## src/idrp_pkg.sv

```systemverilog
// Shared types, constants and helpers of the directory record parser.
`timescale 1ns / 1ps
package idrp_pkg;

  localparam int unsigned SECTOR_BYTES = 2048;
  localparam int unsigned PAD_MARGIN   = 32;
  localparam int unsigned OFF_W        = $clog2(SECTOR_BYTES);
  localparam int unsigned PAD_LIMIT    = SECTOR_BYTES - PAD_MARGIN;

  localparam int unsigned MIN_RECORD = 34;
  localparam int unsigned NAME_POS   = 33;
  localparam int unsigned NLEN_POS   = 32;
  localparam int unsigned FLAG_POS   = 25;
  localparam int unsigned CHECK_POS  = 17;

  localparam int unsigned QDEPTH  = 2;
  localparam int unsigned QPTR_W  = (QDEPTH > 1) ? $clog2(QDEPTH) : 1;
  localparam int unsigned QCNT_W  = $clog2(QDEPTH + 1);

  // result kinds
  localparam logic [1:0] KIND_NAME  = 2'd0;
  localparam logic [1:0] KIND_EMPTY = 2'd1;
  localparam logic [1:0] KIND_DONE  = 2'd2;
  localparam logic [1:0] KIND_BAD   = 2'd3;

  // entry types
  localparam logic [1:0] TYPE_FILE  = 2'd0;
  localparam logic [1:0] TYPE_DIR   = 2'd1;
  localparam logic [1:0] TYPE_OTHER = 2'd2;

  localparam logic [7:0] FLAGS_FILE = 8'd0;
  localparam logic [7:0] FLAGS_DIR  = 8'd2;

  typedef struct packed {
    logic [1:0]  kind;
    logic [31:0] extent_start;
    logic [31:0] data_length;
    logic [1:0]  entry_type;
    logic [7:0]  name_length;
    logic [7:0]  name_byte;
    logic [7:0]  name_index;
    logic        name_done;
    logic [31:0] parent_sector;
  } result_t;

  // One queue slot: everything a single input beat produces.
  typedef struct packed {
    result_t    r0;
    logic       has_r1;
    logic [1:0] r1_kind;
  } qentry_t;

  function automatic result_t make_plain(logic [1:0] kind, logic [31:0] sector);
    result_t r;
    r               = '0;
    r.kind          = kind;
    r.parent_sector = sector;
    return r;
  endfunction

  function automatic logic [1:0] type_of(logic [7:0] flags);
    logic [1:0] t;
    if (flags == FLAGS_FILE) begin
      t = TYPE_FILE;
    end else if (flags == FLAGS_DIR) begin
      t = TYPE_DIR;
    end else begin
      t = TYPE_OTHER;
    end
    return t;
  endfunction

endpackage

```

## src/idrp_front.sv

```systemverilog
// Front end: tracks sector/record position per byte and builds the results of a beat.
`timescale 1ns / 1ps
module idrp_front (
  input  logic                  clk_i,
  input  logic                  rst_ni,
  input  logic                  accept_i,
  input  logic [7:0]            data_byte_i,
  input  logic                  first_byte_i,
  input  logic                  last_byte_i,
  input  logic [31:0]           dir_sector_i,
  output logic                  push_o,
  output idrp_pkg::qentry_t     entry_o
);

  localparam logic [1:0] MODE_START  = 2'd0;
  localparam logic [1:0] MODE_RECORD = 2'd1;
  localparam logic [1:0] MODE_SKIP   = 2'd2;
  localparam logic [1:0] MODE_HALT   = 2'd3;

  localparam int unsigned OW = idrp_pkg::OFF_W;

  logic [OW-1:0] off_q, off_d;
  logic [7:0]    pos_q, pos_d, len_q, len_d, flags_q, flags_d, nlen_q, nlen_d;
  logic [31:0]   sle_q, sle_d, sbe_q, sbe_d, lle_q, lle_d, lbe_q, lbe_d;
  logic [1:0]    seen_q, seen_d, mode_q, mode_d;
  logic [31:0]   sector_q, sector_d;

  always_comb begin
    logic [OW-1:0] off;
    logic [7:0]    pos;
    logic [8:0]    pos_inc;
    logic [7:0]    idx;
    logic [1:0]    lane;
    logic          hit;
    logic          dot;
    idrp_pkg::result_t r0;

    // a first byte restarts the parse before this byte is looked at
    off      = first_byte_i ? '0 : off_q;
    pos_d    = first_byte_i ? '0 : pos_q;
    len_d    = first_byte_i ? '0 : len_q;
    flags_d  = first_byte_i ? '0 : flags_q;
    nlen_d   = first_byte_i ? '0 : nlen_q;
    sle_d    = first_byte_i ? '0 : sle_q;
    sbe_d    = first_byte_i ? '0 : sbe_q;
    lle_d    = first_byte_i ? '0 : lle_q;
    lbe_d    = first_byte_i ? '0 : lbe_q;
    seen_d   = first_byte_i ? '0 : seen_q;
    mode_d   = first_byte_i ? MODE_START : mode_q;
    sector_d = first_byte_i ? dir_sector_i : sector_q;

    pos     = pos_d;
    pos_inc = {1'b0, pos} + 9'd1;
    idx     = pos - 8'(idrp_pkg::NAME_POS);
    lane    = 2'd0;
    hit     = 1'b0;
    dot     = 1'b0;
    r0      = '0;

    unique case (mode_d)
      MODE_START: begin
        if (off > OW'(idrp_pkg::PAD_LIMIT)) begin
          mode_d = MODE_SKIP;
        end else if (data_byte_i == 8'd0) begin
          mode_d = MODE_SKIP;
        end else if (data_byte_i < 8'(idrp_pkg::MIN_RECORD)) begin
          hit    = 1'b1;
          r0     = idrp_pkg::make_plain(idrp_pkg::KIND_BAD, sector_d);
          mode_d = MODE_HALT;
        end else begin
          len_d   = data_byte_i;
          pos_d   = 8'd1;
          sle_d   = '0;
          sbe_d   = '0;
          lle_d   = '0;
          lbe_d   = '0;
          flags_d = '0;
          nlen_d  = '0;
          mode_d  = MODE_RECORD;
        end
      end
      MODE_RECORD: begin
        if (pos >= 8'd2 && pos <= 8'd5) begin
          lane  = 2'(pos - 8'd2);
          sle_d = sle_d | (32'(data_byte_i) << {lane, 3'b000});
        end else if (pos >= 8'd6 && pos <= 8'd9) begin
          sbe_d = {sbe_d[23:0], data_byte_i};
        end else if (pos >= 8'd10 && pos <= 8'd13) begin
          lane  = 2'(pos - 8'd10);
          lle_d = lle_d | (32'(data_byte_i) << {lane, 3'b000});
        end else if (pos >= 8'd14 && pos <= 8'(idrp_pkg::CHECK_POS)) begin
          lbe_d = {lbe_d[23:0], data_byte_i};
        end else if (pos == 8'(idrp_pkg::FLAG_POS)) begin
          flags_d = data_byte_i;
        end else if (pos == 8'(idrp_pkg::NLEN_POS)) begin
          nlen_d = data_byte_i;
        end

        r0.kind          = idrp_pkg::KIND_NAME;
        r0.extent_start  = sle_d;
        r0.data_length   = lle_d;
        r0.entry_type    = idrp_pkg::type_of(flags_d);
        r0.name_length   = nlen_d;
        r0.parent_sector = sector_d;

        if (pos == 8'(idrp_pkg::CHECK_POS) && (sle_d != sbe_d || lle_d != lbe_d)) begin
          hit    = 1'b1;
          r0     = idrp_pkg::make_plain(idrp_pkg::KIND_BAD, sector_d);
          mode_d = MODE_HALT;
        end else if (pos == 8'(idrp_pkg::NLEN_POS) &&
                     (9'(idrp_pkg::NAME_POS) + {1'b0, data_byte_i}) > {1'b0, len_d}) begin
          hit    = 1'b1;
          r0     = idrp_pkg::make_plain(idrp_pkg::KIND_BAD, sector_d);
          mode_d = MODE_HALT;
        end else if (pos == 8'(idrp_pkg::NLEN_POS) && data_byte_i == 8'd0) begin
          // entry with no name: one result carries the whole entry
          hit          = 1'b1;
          r0.kind      = idrp_pkg::KIND_EMPTY;
          r0.name_done = 1'b1;
        end else if (pos >= 8'(idrp_pkg::NAME_POS) && idx < nlen_d) begin
          // '.' and '..' open a directory as one-byte names 0x00 and 0x01
          dot = (idx == 8'd0) && (seen_d < 2'd2) && (nlen_d == 8'd1) &&
                (data_byte_i == {6'd0, seen_d});
          hit          = !dot;
          r0.name_byte  = data_byte_i;
          r0.name_index = idx;
          r0.name_done  = ({1'b0, idx} + 9'd1) == {1'b0, nlen_d};
        end

        if (mode_d == MODE_RECORD) begin
          pos_d = pos_inc[7:0];
          if (pos_inc >= {1'b0, len_d}) begin
            mode_d = MODE_START;
            if (seen_d < 2'd2) begin
              seen_d = seen_d + 2'd1;
            end
          end
        end
      end
      MODE_SKIP, MODE_HALT: begin
      end
      default: begin
      end
    endcase

    off_d = (off == OW'(idrp_pkg::SECTOR_BYTES - 1)) ? '0 : off + OW'(1);
    if (mode_d == MODE_SKIP && off_d == '0) begin
      mode_d = MODE_START;
    end

    entry_o.r0      = r0;
    entry_o.has_r1  = 1'b0;
    entry_o.r1_kind = idrp_pkg::KIND_DONE;
    push_o          = accept_i && hit;
    if (last_byte_i && mode_d != MODE_HALT) begin
      if (hit) begin
        entry_o.has_r1  = 1'b1;
        entry_o.r1_kind = (mode_d == MODE_RECORD) ? idrp_pkg::KIND_BAD : idrp_pkg::KIND_DONE;
      end else begin
        entry_o.r0 = idrp_pkg::make_plain(
            (mode_d == MODE_RECORD) ? idrp_pkg::KIND_BAD : idrp_pkg::KIND_DONE, sector_d);
      end
      push_o = accept_i;
      mode_d = MODE_HALT;
    end
  end

  always_ff @(posedge clk_i or negedge rst_ni) begin
    if (!rst_ni) begin
      off_q    <= '0;
      pos_q    <= '0;
      len_q    <= '0;
      flags_q  <= '0;
      nlen_q   <= '0;
      sle_q    <= '0;
      sbe_q    <= '0;
      lle_q    <= '0;
      lbe_q    <= '0;
      seen_q   <= '0;
      mode_q   <= MODE_START;
      sector_q <= '0;
    end else if (accept_i) begin
      off_q    <= off_d;
      pos_q    <= pos_d;
      len_q    <= len_d;
      flags_q  <= flags_d;
      nlen_q   <= nlen_d;
      sle_q    <= sle_d;
      sbe_q    <= sbe_d;
      lle_q    <= lle_d;
      lbe_q    <= lbe_d;
      seen_q   <= seen_d;
      mode_q   <= mode_d;
      sector_q <= sector_d;
    end
  end

endmodule

```

## src/idrp_queue.sv

```systemverilog
// Small FIFO of per-beat result bundles between front and back end.
`timescale 1ns / 1ps
module idrp_queue (
  input  logic              clk_i,
  input  logic              rst_ni,
  input  logic              push_i,
  input  idrp_pkg::qentry_t push_data_i,
  output logic              full_o,
  input  logic              pop_i,
  output logic              nonempty_o,
  output idrp_pkg::qentry_t pop_data_o
);

  localparam int unsigned PW = idrp_pkg::QPTR_W;
  localparam int unsigned CW = idrp_pkg::QCNT_W;

  idrp_pkg::qentry_t slots_q [idrp_pkg::QDEPTH];
  logic [PW-1:0] wr_q, rd_q;
  logic [CW-1:0] cnt_q;

  function automatic logic [PW-1:0] bump(logic [PW-1:0] p);
    logic [PW-1:0] n;
    n = (p == PW'(idrp_pkg::QDEPTH - 1)) ? '0 : p + PW'(1);
    return n;
  endfunction

  assign full_o     = (cnt_q == CW'(idrp_pkg::QDEPTH));
  assign nonempty_o = (cnt_q != '0);
  assign pop_data_o = slots_q[rd_q];

  always_ff @(posedge clk_i) begin
    if (push_i) begin
      slots_q[wr_q] <= push_data_i;
    end
  end

  always_ff @(posedge clk_i or negedge rst_ni) begin
    if (!rst_ni) begin
      wr_q  <= '0;
      rd_q  <= '0;
      cnt_q <= '0;
    end else begin
      if (push_i) begin
        wr_q <= bump(wr_q);
      end
      if (pop_i) begin
        rd_q <= bump(rd_q);
      end
      unique case ({push_i, pop_i})
        2'b10:   cnt_q <= cnt_q + CW'(1);
        2'b01:   cnt_q <= cnt_q - CW'(1);
        default: cnt_q <= cnt_q;
      endcase
    end
  end

endmodule

```

## src/idrp_back.sv

```systemverilog
// Back end: unpacks queued bundles into single results behind an output register.
`timescale 1ns / 1ps
module idrp_back (
  input  logic              clk_i,
  input  logic              rst_ni,
  input  logic              q_nonempty_i,
  input  idrp_pkg::qentry_t q_data_i,
  output logic              q_pop_o,
  output logic              out_valid_o,
  input  logic              out_ready_i,
  output idrp_pkg::result_t out_o
);

  logic              valid_q;
  logic              pend_q;
  logic [1:0]        pend_kind_q;
  idrp_pkg::result_t out_q;
  logic              load;

  assign load        = !valid_q || out_ready_i;
  assign q_pop_o     = load && !pend_q && q_nonempty_i;
  assign out_valid_o = valid_q;
  assign out_o       = out_q;

  always_ff @(posedge clk_i or negedge rst_ni) begin
    if (!rst_ni) begin
      valid_q     <= 1'b0;
      pend_q      <= 1'b0;
      pend_kind_q <= idrp_pkg::KIND_DONE;
    end else if (load) begin
      if (pend_q) begin
        valid_q <= 1'b1;
        pend_q  <= 1'b0;
      end else if (q_nonempty_i) begin
        valid_q     <= 1'b1;
        pend_q      <= q_data_i.has_r1;
        pend_kind_q <= q_data_i.r1_kind;
      end else begin
        valid_q <= 1'b0;
      end
    end
  end

  // the trailing result of a beat keeps the parent sector of the first
  always_ff @(posedge clk_i) begin
    if (load) begin
      if (pend_q) begin
        out_q <= idrp_pkg::make_plain(pend_kind_q, out_q.parent_sector);
      end else if (q_nonempty_i) begin
        out_q <= q_data_i.r0;
      end
    end
  end

endmodule

```

## src/iso9660_dir_record_parser_unit.sv

```systemverilog
// Top level of the ISO 9660 directory record parser.
// Takes a directory extent one byte per beat and streams out name bytes of its entries
// (with extent start, data length, type and parent sector), skipping sector padding and the
// '.'/'..' entries, flagging malformed records and marking the directory end. A byte that
// yields two results (a result plus the end or malformed marker on the final byte) leaves
// the output register as two results in turn, and a two-deep queue between the front end
// and the output stage absorbs that and output stalls. Sustained rate is one byte per cycle
// while out_ready_i stays high. out_valid_o rises once the result has been written into the
// queue and then loaded into the output register.
`timescale 1ns / 1ps
module iso9660_dir_record_parser_unit (
  input  logic        clk_i,
  input  logic        rst_ni,
  input  logic        in_valid_i,
  output logic        in_ready_o,
  input  logic [7:0]  data_byte_i,
  input  logic        first_byte_i,
  input  logic        last_byte_i,
  input  logic [31:0] dir_sector_i,
  output logic        out_valid_o,
  input  logic        out_ready_i,
  output logic [1:0]  kind_o,
  output logic [31:0] extent_start_o,
  output logic [31:0] data_length_o,
  output logic [1:0]  entry_type_o,
  output logic [7:0]  name_length_o,
  output logic [7:0]  name_byte_o,
  output logic [7:0]  name_index_o,
  output logic        name_done_o,
  output logic [31:0] parent_sector_o
);

  logic              accept;
  logic              push;
  logic              q_full;
  logic              q_nonempty;
  logic              q_pop;
  idrp_pkg::qentry_t push_data;
  idrp_pkg::qentry_t pop_data;
  idrp_pkg::result_t res;

  // a beat is taken whenever the queue has a free slot
  assign in_ready_o = !q_full;
  assign accept     = in_valid_i && in_ready_o;

  idrp_front u_front (
    .clk_i        (clk_i),
    .rst_ni       (rst_ni),
    .accept_i     (accept),
    .data_byte_i  (data_byte_i),
    .first_byte_i (first_byte_i),
    .last_byte_i  (last_byte_i),
    .dir_sector_i (dir_sector_i),
    .push_o       (push),
    .entry_o      (push_data)
  );

  idrp_queue u_queue (
    .clk_i       (clk_i),
    .rst_ni      (rst_ni),
    .push_i      (push),
    .push_data_i (push_data),
    .full_o      (q_full),
    .pop_i       (q_pop),
    .nonempty_o  (q_nonempty),
    .pop_data_o  (pop_data)
  );

  idrp_back u_back (
    .clk_i        (clk_i),
    .rst_ni       (rst_ni),
    .q_nonempty_i (q_nonempty),
    .q_data_i     (pop_data),
    .q_pop_o      (q_pop),
    .out_valid_o  (out_valid_o),
    .out_ready_i  (out_ready_i),
    .out_o        (res)
  );

  assign kind_o          = res.kind;
  assign extent_start_o  = res.extent_start;
  assign data_length_o   = res.data_length;
  assign entry_type_o    = res.entry_type;
  assign name_length_o   = res.name_length;
  assign name_byte_o     = res.name_byte;
  assign name_index_o    = res.name_index;
  assign name_done_o     = res.name_done;
  assign parent_sector_o = res.parent_sector;

endmodule

```

## config.mk

```make
export PLATFORM = sky130hd
export DESIGN_NAME = iso9660_dir_record_parser_unit
export DESIGN_NICKNAME = d
export VERILOG_FILES = /design/src/idrp_pkg.sv /design/src/idrp_front.sv /design/src/idrp_queue.sv /design/src/idrp_back.sv /design/src/iso9660_dir_record_parser_unit.sv
export SDC_FILE = /design/constraint.sdc
export NUM_CORES = 1
export LEC_CHECK = 0
export BUFFER_PORTS_ARGS = -buffer_cell sky130_fd_sc_hd__buf_2
export CORE_UTILIZATION = 57
export CTS_BUF_LIST = sky130_fd_sc_hd__clkbuf_8
export CTS_CLUSTER_DIAMETER = 200
export DETAILED_ROUTE_END_ITERATION = 7
export GPL_TIMING_DRIVEN = 0
export HOLD_SLACK_MARGIN = 0.05
export PLACE_DENSITY = 0.86
export SYNTH_ARGS = -nofsm -noshare
export SYNTH_HDL_FRONTEND = slang
export SYNTH_SLANG_ARGS = --single-unit
```

## constraint.sdc

```tcl
create_clock -name clk_i -period 10 [get_ports clk_i]
set_clock_uncertainty 0.1 [all_clocks]
set_input_delay 3 -clock clk_i [delete_from_list [all_inputs] [get_ports clk_i]]
set_output_delay 3 -clock clk_i [all_outputs]
set_load 0.02 [all_outputs]
```

==> impl_metrics.csv <==
group,metric,value,unit
pwr,clkPwrFrac,0.263,
layout,post_route_cells_drive_above_1_share,0.183,
timing,setup_violations,0,
timing,worst_slew_margin_rel,0.157,
timing,finalCritPeriodShare,0.985,
floorplanning,chipHeight,223,um
drt,drtPass1Iterations,6,
critical_path,worst-setup-path-type,"in -> reg",
drt,routed_wl,94100,um
critical_path,setup.reg_to_reg.worst_slack,3.13,ns
yosys,netlist-cell-type-count,88,
clock_network,clk_transition_reported_paths,0.06,ns
placed_design,routabilityCongestion,1.04,
critical_path,ff2ff_path_depth,27,
pwr,vdd_drop_max,0.131,mV
yosys,number_of_enable_type_register_cells_in_the_synthesized_netlist,379,
yosys,netlist_area,0.0278,sq mm
critical_path,worst_setup_path_end_kind,"flop",
pwr,power.share.combinational,0.294,
global_route,largest_net_degree_at_the_start_of_global_routing,96,
timing,fmax,102,MHz
critical_path,critical_path.most_common_cell,"a21o_1",
drt,detail_route.iter0.violations,2977,
worst_hold_path,hp-start,"u_front.lle_q[19]",
placed_design,numPortBuffers,171,
layout,final_cell_mix,"edfxtp_1 (379), nor2_1 (278), dfrtp_1 (214)",
placed_design,dpl.cell_count,3144,
critical_path,critPathLaunch,"first_byte_i",
critical_path,worstPathBufferInverterCount,14,
worst_hold_path,hold_class,"reg -> reg",
floorplanning,die_area,0.0497,sq mm
layout,final_util,0.667,
floorplanning,placementRows,80,
drt,vias_per_cell,6.62,
layout,layout_commonest_cell,"edfxtp_1",
timing,rsz0062_at_grt,"no",
drt,via_count,22000,
yosys,async_flop_share,0.361,
global_route,grt_pass1_vias,21200,
yosys,synthesis.area_per_instance,11.9,sq um
status,run_status,"complete, no violations",
floorplanning,core,0.0479,sq mm
yosys,synth_fp_nets,2429,
yosys,synth-seq-cells,593,
yosys,yosysSeqAreaShare,0.601,
layout,num-nets-final,2716,
yosys,netlist_instances,2347,
global_route,globalRouteOverflowTotal,0,
pwr,power.switching_fraction,0.350,
global_route,grt_first_pass_wirelength,137000,um
critical_path,crit_path_top_delay_cell,"clkdlybuf4s18_2",
yosys,synth_ff_type,"edfxtp_1",
placed_design,detailed_place_hpwl,66300,um
drt,drt.antenna.violating_nets,0,
timing,hold_violations,0,
global_route,global_route.usage.total,0.377,
pwr,total_power,7.75,mW
pwr,netSwitchingPower,2.72,mW
timing,period_needed,9.85,ns
critical_path,timing.critical_path.fanout_max,31,
clock_network,cts-buffers-inserted,93,
critical_path,timing.critical_path.max_delay_family,"buffers and inverters",
pwr,seq_power_share,0.443,
floorplanning,die_width,223,um
critical_path,startpoint_type,"input port",
pwr,cellInternalPower,5.04,mW
worst_hold_path,hold-path-endpoint,"u_front.lle_q[19]",
global_route,antenna_found_initial,3,
clock_network,cts_sinks,593,
clock_network,cts_htree_levels,3,
pwr,power.density_cell_area,242,mW/mm^2
drt,drc,0,
critical_path,timing.critical_path.required,10.33,ns
flow_run,cap_viol_max_count,0,
floorplanning,top_level_ports,173,
drt,wl_per_cell,28.3,um
critical_path,r2r-end,"u_queue.slots_q[0][113]",
worst_hold_path,worstHoldPathCells,2,
layout,areaGrowthSynthToFinish,14.9,%
critical_path,rr_startpoint,"u_front.pos_q[0]",
clock_network,max-clock-path-buffers,3,
floorplanning,floorplan.initialDensity,0.581,
timing,tightest_slew,1.25,ns
critical_path,crit_arrival,10.18,ns
timing,slew_viol_final,0,
layout,layout.cells.non_filler,3328,
clock_network,cts_tree,"done",
clock_network,clk-insertion-delay-late,0.70,ns
yosys,warning_count_from_the_yosys_run,0,
clock_network,cts-root-buf,"clkbuf_8",
layout,n_fill_cell,3420,
critical_path,worst_path_largest_cell_delay,0.53,ns
pwr,leakage_power_figure,12.6,nW
[how the worst max path moves through the flow]
stage / end / slack (ns) / cells past startpoint
floorplan: u_queue.slots_q[0][0] / 0.02 / 29
global placement: u_queue.slots_q[0][119] / -4.28 / 23
detailed placement: u_queue.slots_q[0][123] / -2.67 / 25
CTS: u_queue.slots_q[1][26] / 0.02 / 27
global route: u_queue.slots_q[0][120] / 0.02 / 27
finish: u_queue.slots_q[0][29] / 0.15 / 28
[tightest hold or removal path: cells and delay by family (launching register included)]
| family | cells | cell delay (ns) |
|---|---|---|
| simple gates | 1 | 0.05 |
| compound gates | 1 | 0.06 |
| flops | 1 | 0.34 |
[cell usage after synthesis (30+ instances only)]
library cell | n | area share
nor2_1 | 286 | 0.039
o21ai_0 | 142 | 0.026
mux2_2 | 67 | 0.027
xnor2_1 | 38 | 0.012
a22o_1 | 96 | 0.030
mux2i_1 | 149 | 0.054
nor3_1 | 47 | 0.0084
nand3_1 | 42 | 0.0075
ha_1 | 36 | 0.016
a21oi_1 | 63 | 0.011
nand2_1 | 152 | 0.020
edfxtp_1 | 379 | 0.41
a22oi_1 | 37 | 0.010
clkbuf_1 | 120 | 0.016
dfrtp_1 | 214 | 0.19
nor2b_1 | 30 | 0.0067
inv_1 | 47 | 0.0063
[flip-flops by register name (all words and copies together) (netlist names)]
| register | cells |
|---|---|
| u_front.pos_q | 8 |
| u_front.lbe_q | 32 |
| u_front.len_q | 8 |
| u_front.lle_q | 32 |
| u_front.seen_q | 2 |
| u_back.pend_kind_q | 1 |
| u_back.out_valid_o | 1 |
| u_front.nlen_q | 8 |
| u_front.off_q | 11 |
| u_queue.cnt_q | 2 |
| u_queue.rd_q | 1 |
| u_back.pend_q | 1 |
| u_queue.wr_q | 1 |
| u_front.mode_q | 2 |
| u_queue.slots_q | 254 |
| u_front.flags_q | 8 |
| u_back.out_o | 125 |
| u_front.sle_q | 32 |
| u_front.sector_q | 32 |
| u_front.sbe_q | 32 |
[kinds of logic after synthesis]
family	count (synthesis)	synth area share
flops	593	0.601
fa+ha+maj	36	0.0162
compound gates	535	0.134
mux	216	0.0806
xor+xnor	55	0.0173
simple gates	702	0.119
buf+inv	210	0.0316
[per-stage QoR]
| step | TNS (ns) | area, sq um | hold slack (ns) | setup WS (ns) |
|---|---|---|---|---|
| 6_report | 0 | 32000 | 0.381 | 0.152 |
| 5_1_grt | 0 | 32000 | 0.402 | 0.0215 |
| 4_1_cts | 0 | 31900 | 0.380 | 0.0235 |
| 3_5_place_dp | -1123.17 | 29900 | 0.367 | -2.67 |
| 3_3_place_gp | -1605.43 | 29600 | 0.357 | -4.28 |
| 2_1_floorplan | 0 | 28000 | 0.342 | 0.0221 |
[metal layers]
layer	global-route usage	vias up	wire length (um)
met3	0.0952	327	10500
met1	0.500	10800	36300
li1	-	9339	-
met2	0.581	1536	42500
met5	0	-	99
met4	0.184	4	4680
[layout make-up]
| class | instances | area [sq um] | area share |
|---|---|---|---|
| timing repair buffer | 192 | 1180 | 0.0368 |
| multi-input combinational | 1546 | 10500 | 0.329 |
| clock inverter | 70 | 430 | 0.0134 |
| tap | 615 | 769 | 0.0240 |
| buffer | 157 | 764 | 0.0239 |
| inverter | 51 | 191 | 0.00598 |
| antenna | 1 | 2.50 | 0.0000782 |
| clock buffer | 103 | 1420 | 0.0443 |
| sequential | 593 | 16700 | 0.523 |
[power by group through the flow]
stage / Sequential (mW) / Combinational, mW / Clock [mW]
6_report: 3.43 / 2.28 / 2.04
5_1_grt: 3.46 / 2.41 / 2.15
4_1_cts: 3.42 / 2.24 / 2.05
3_5_place_dp: 3.46 / 2.20 / 0
3_3_place_gp: 3.47 / 2.09 / 0
2_1_floorplan: 3.76 / 1.11 / 0
[what timing repair did]
action | CTS | global route
pin swaps | 6 | 5
gates resized for setup | 24 | 41
hold buffers | 0 | 0
setup endpoints to repair | 523 | 458
buffers inserted | 8 | 2
gates cloned | 2 | 0
Note: power is estimated with default switching activity, not from simulation.
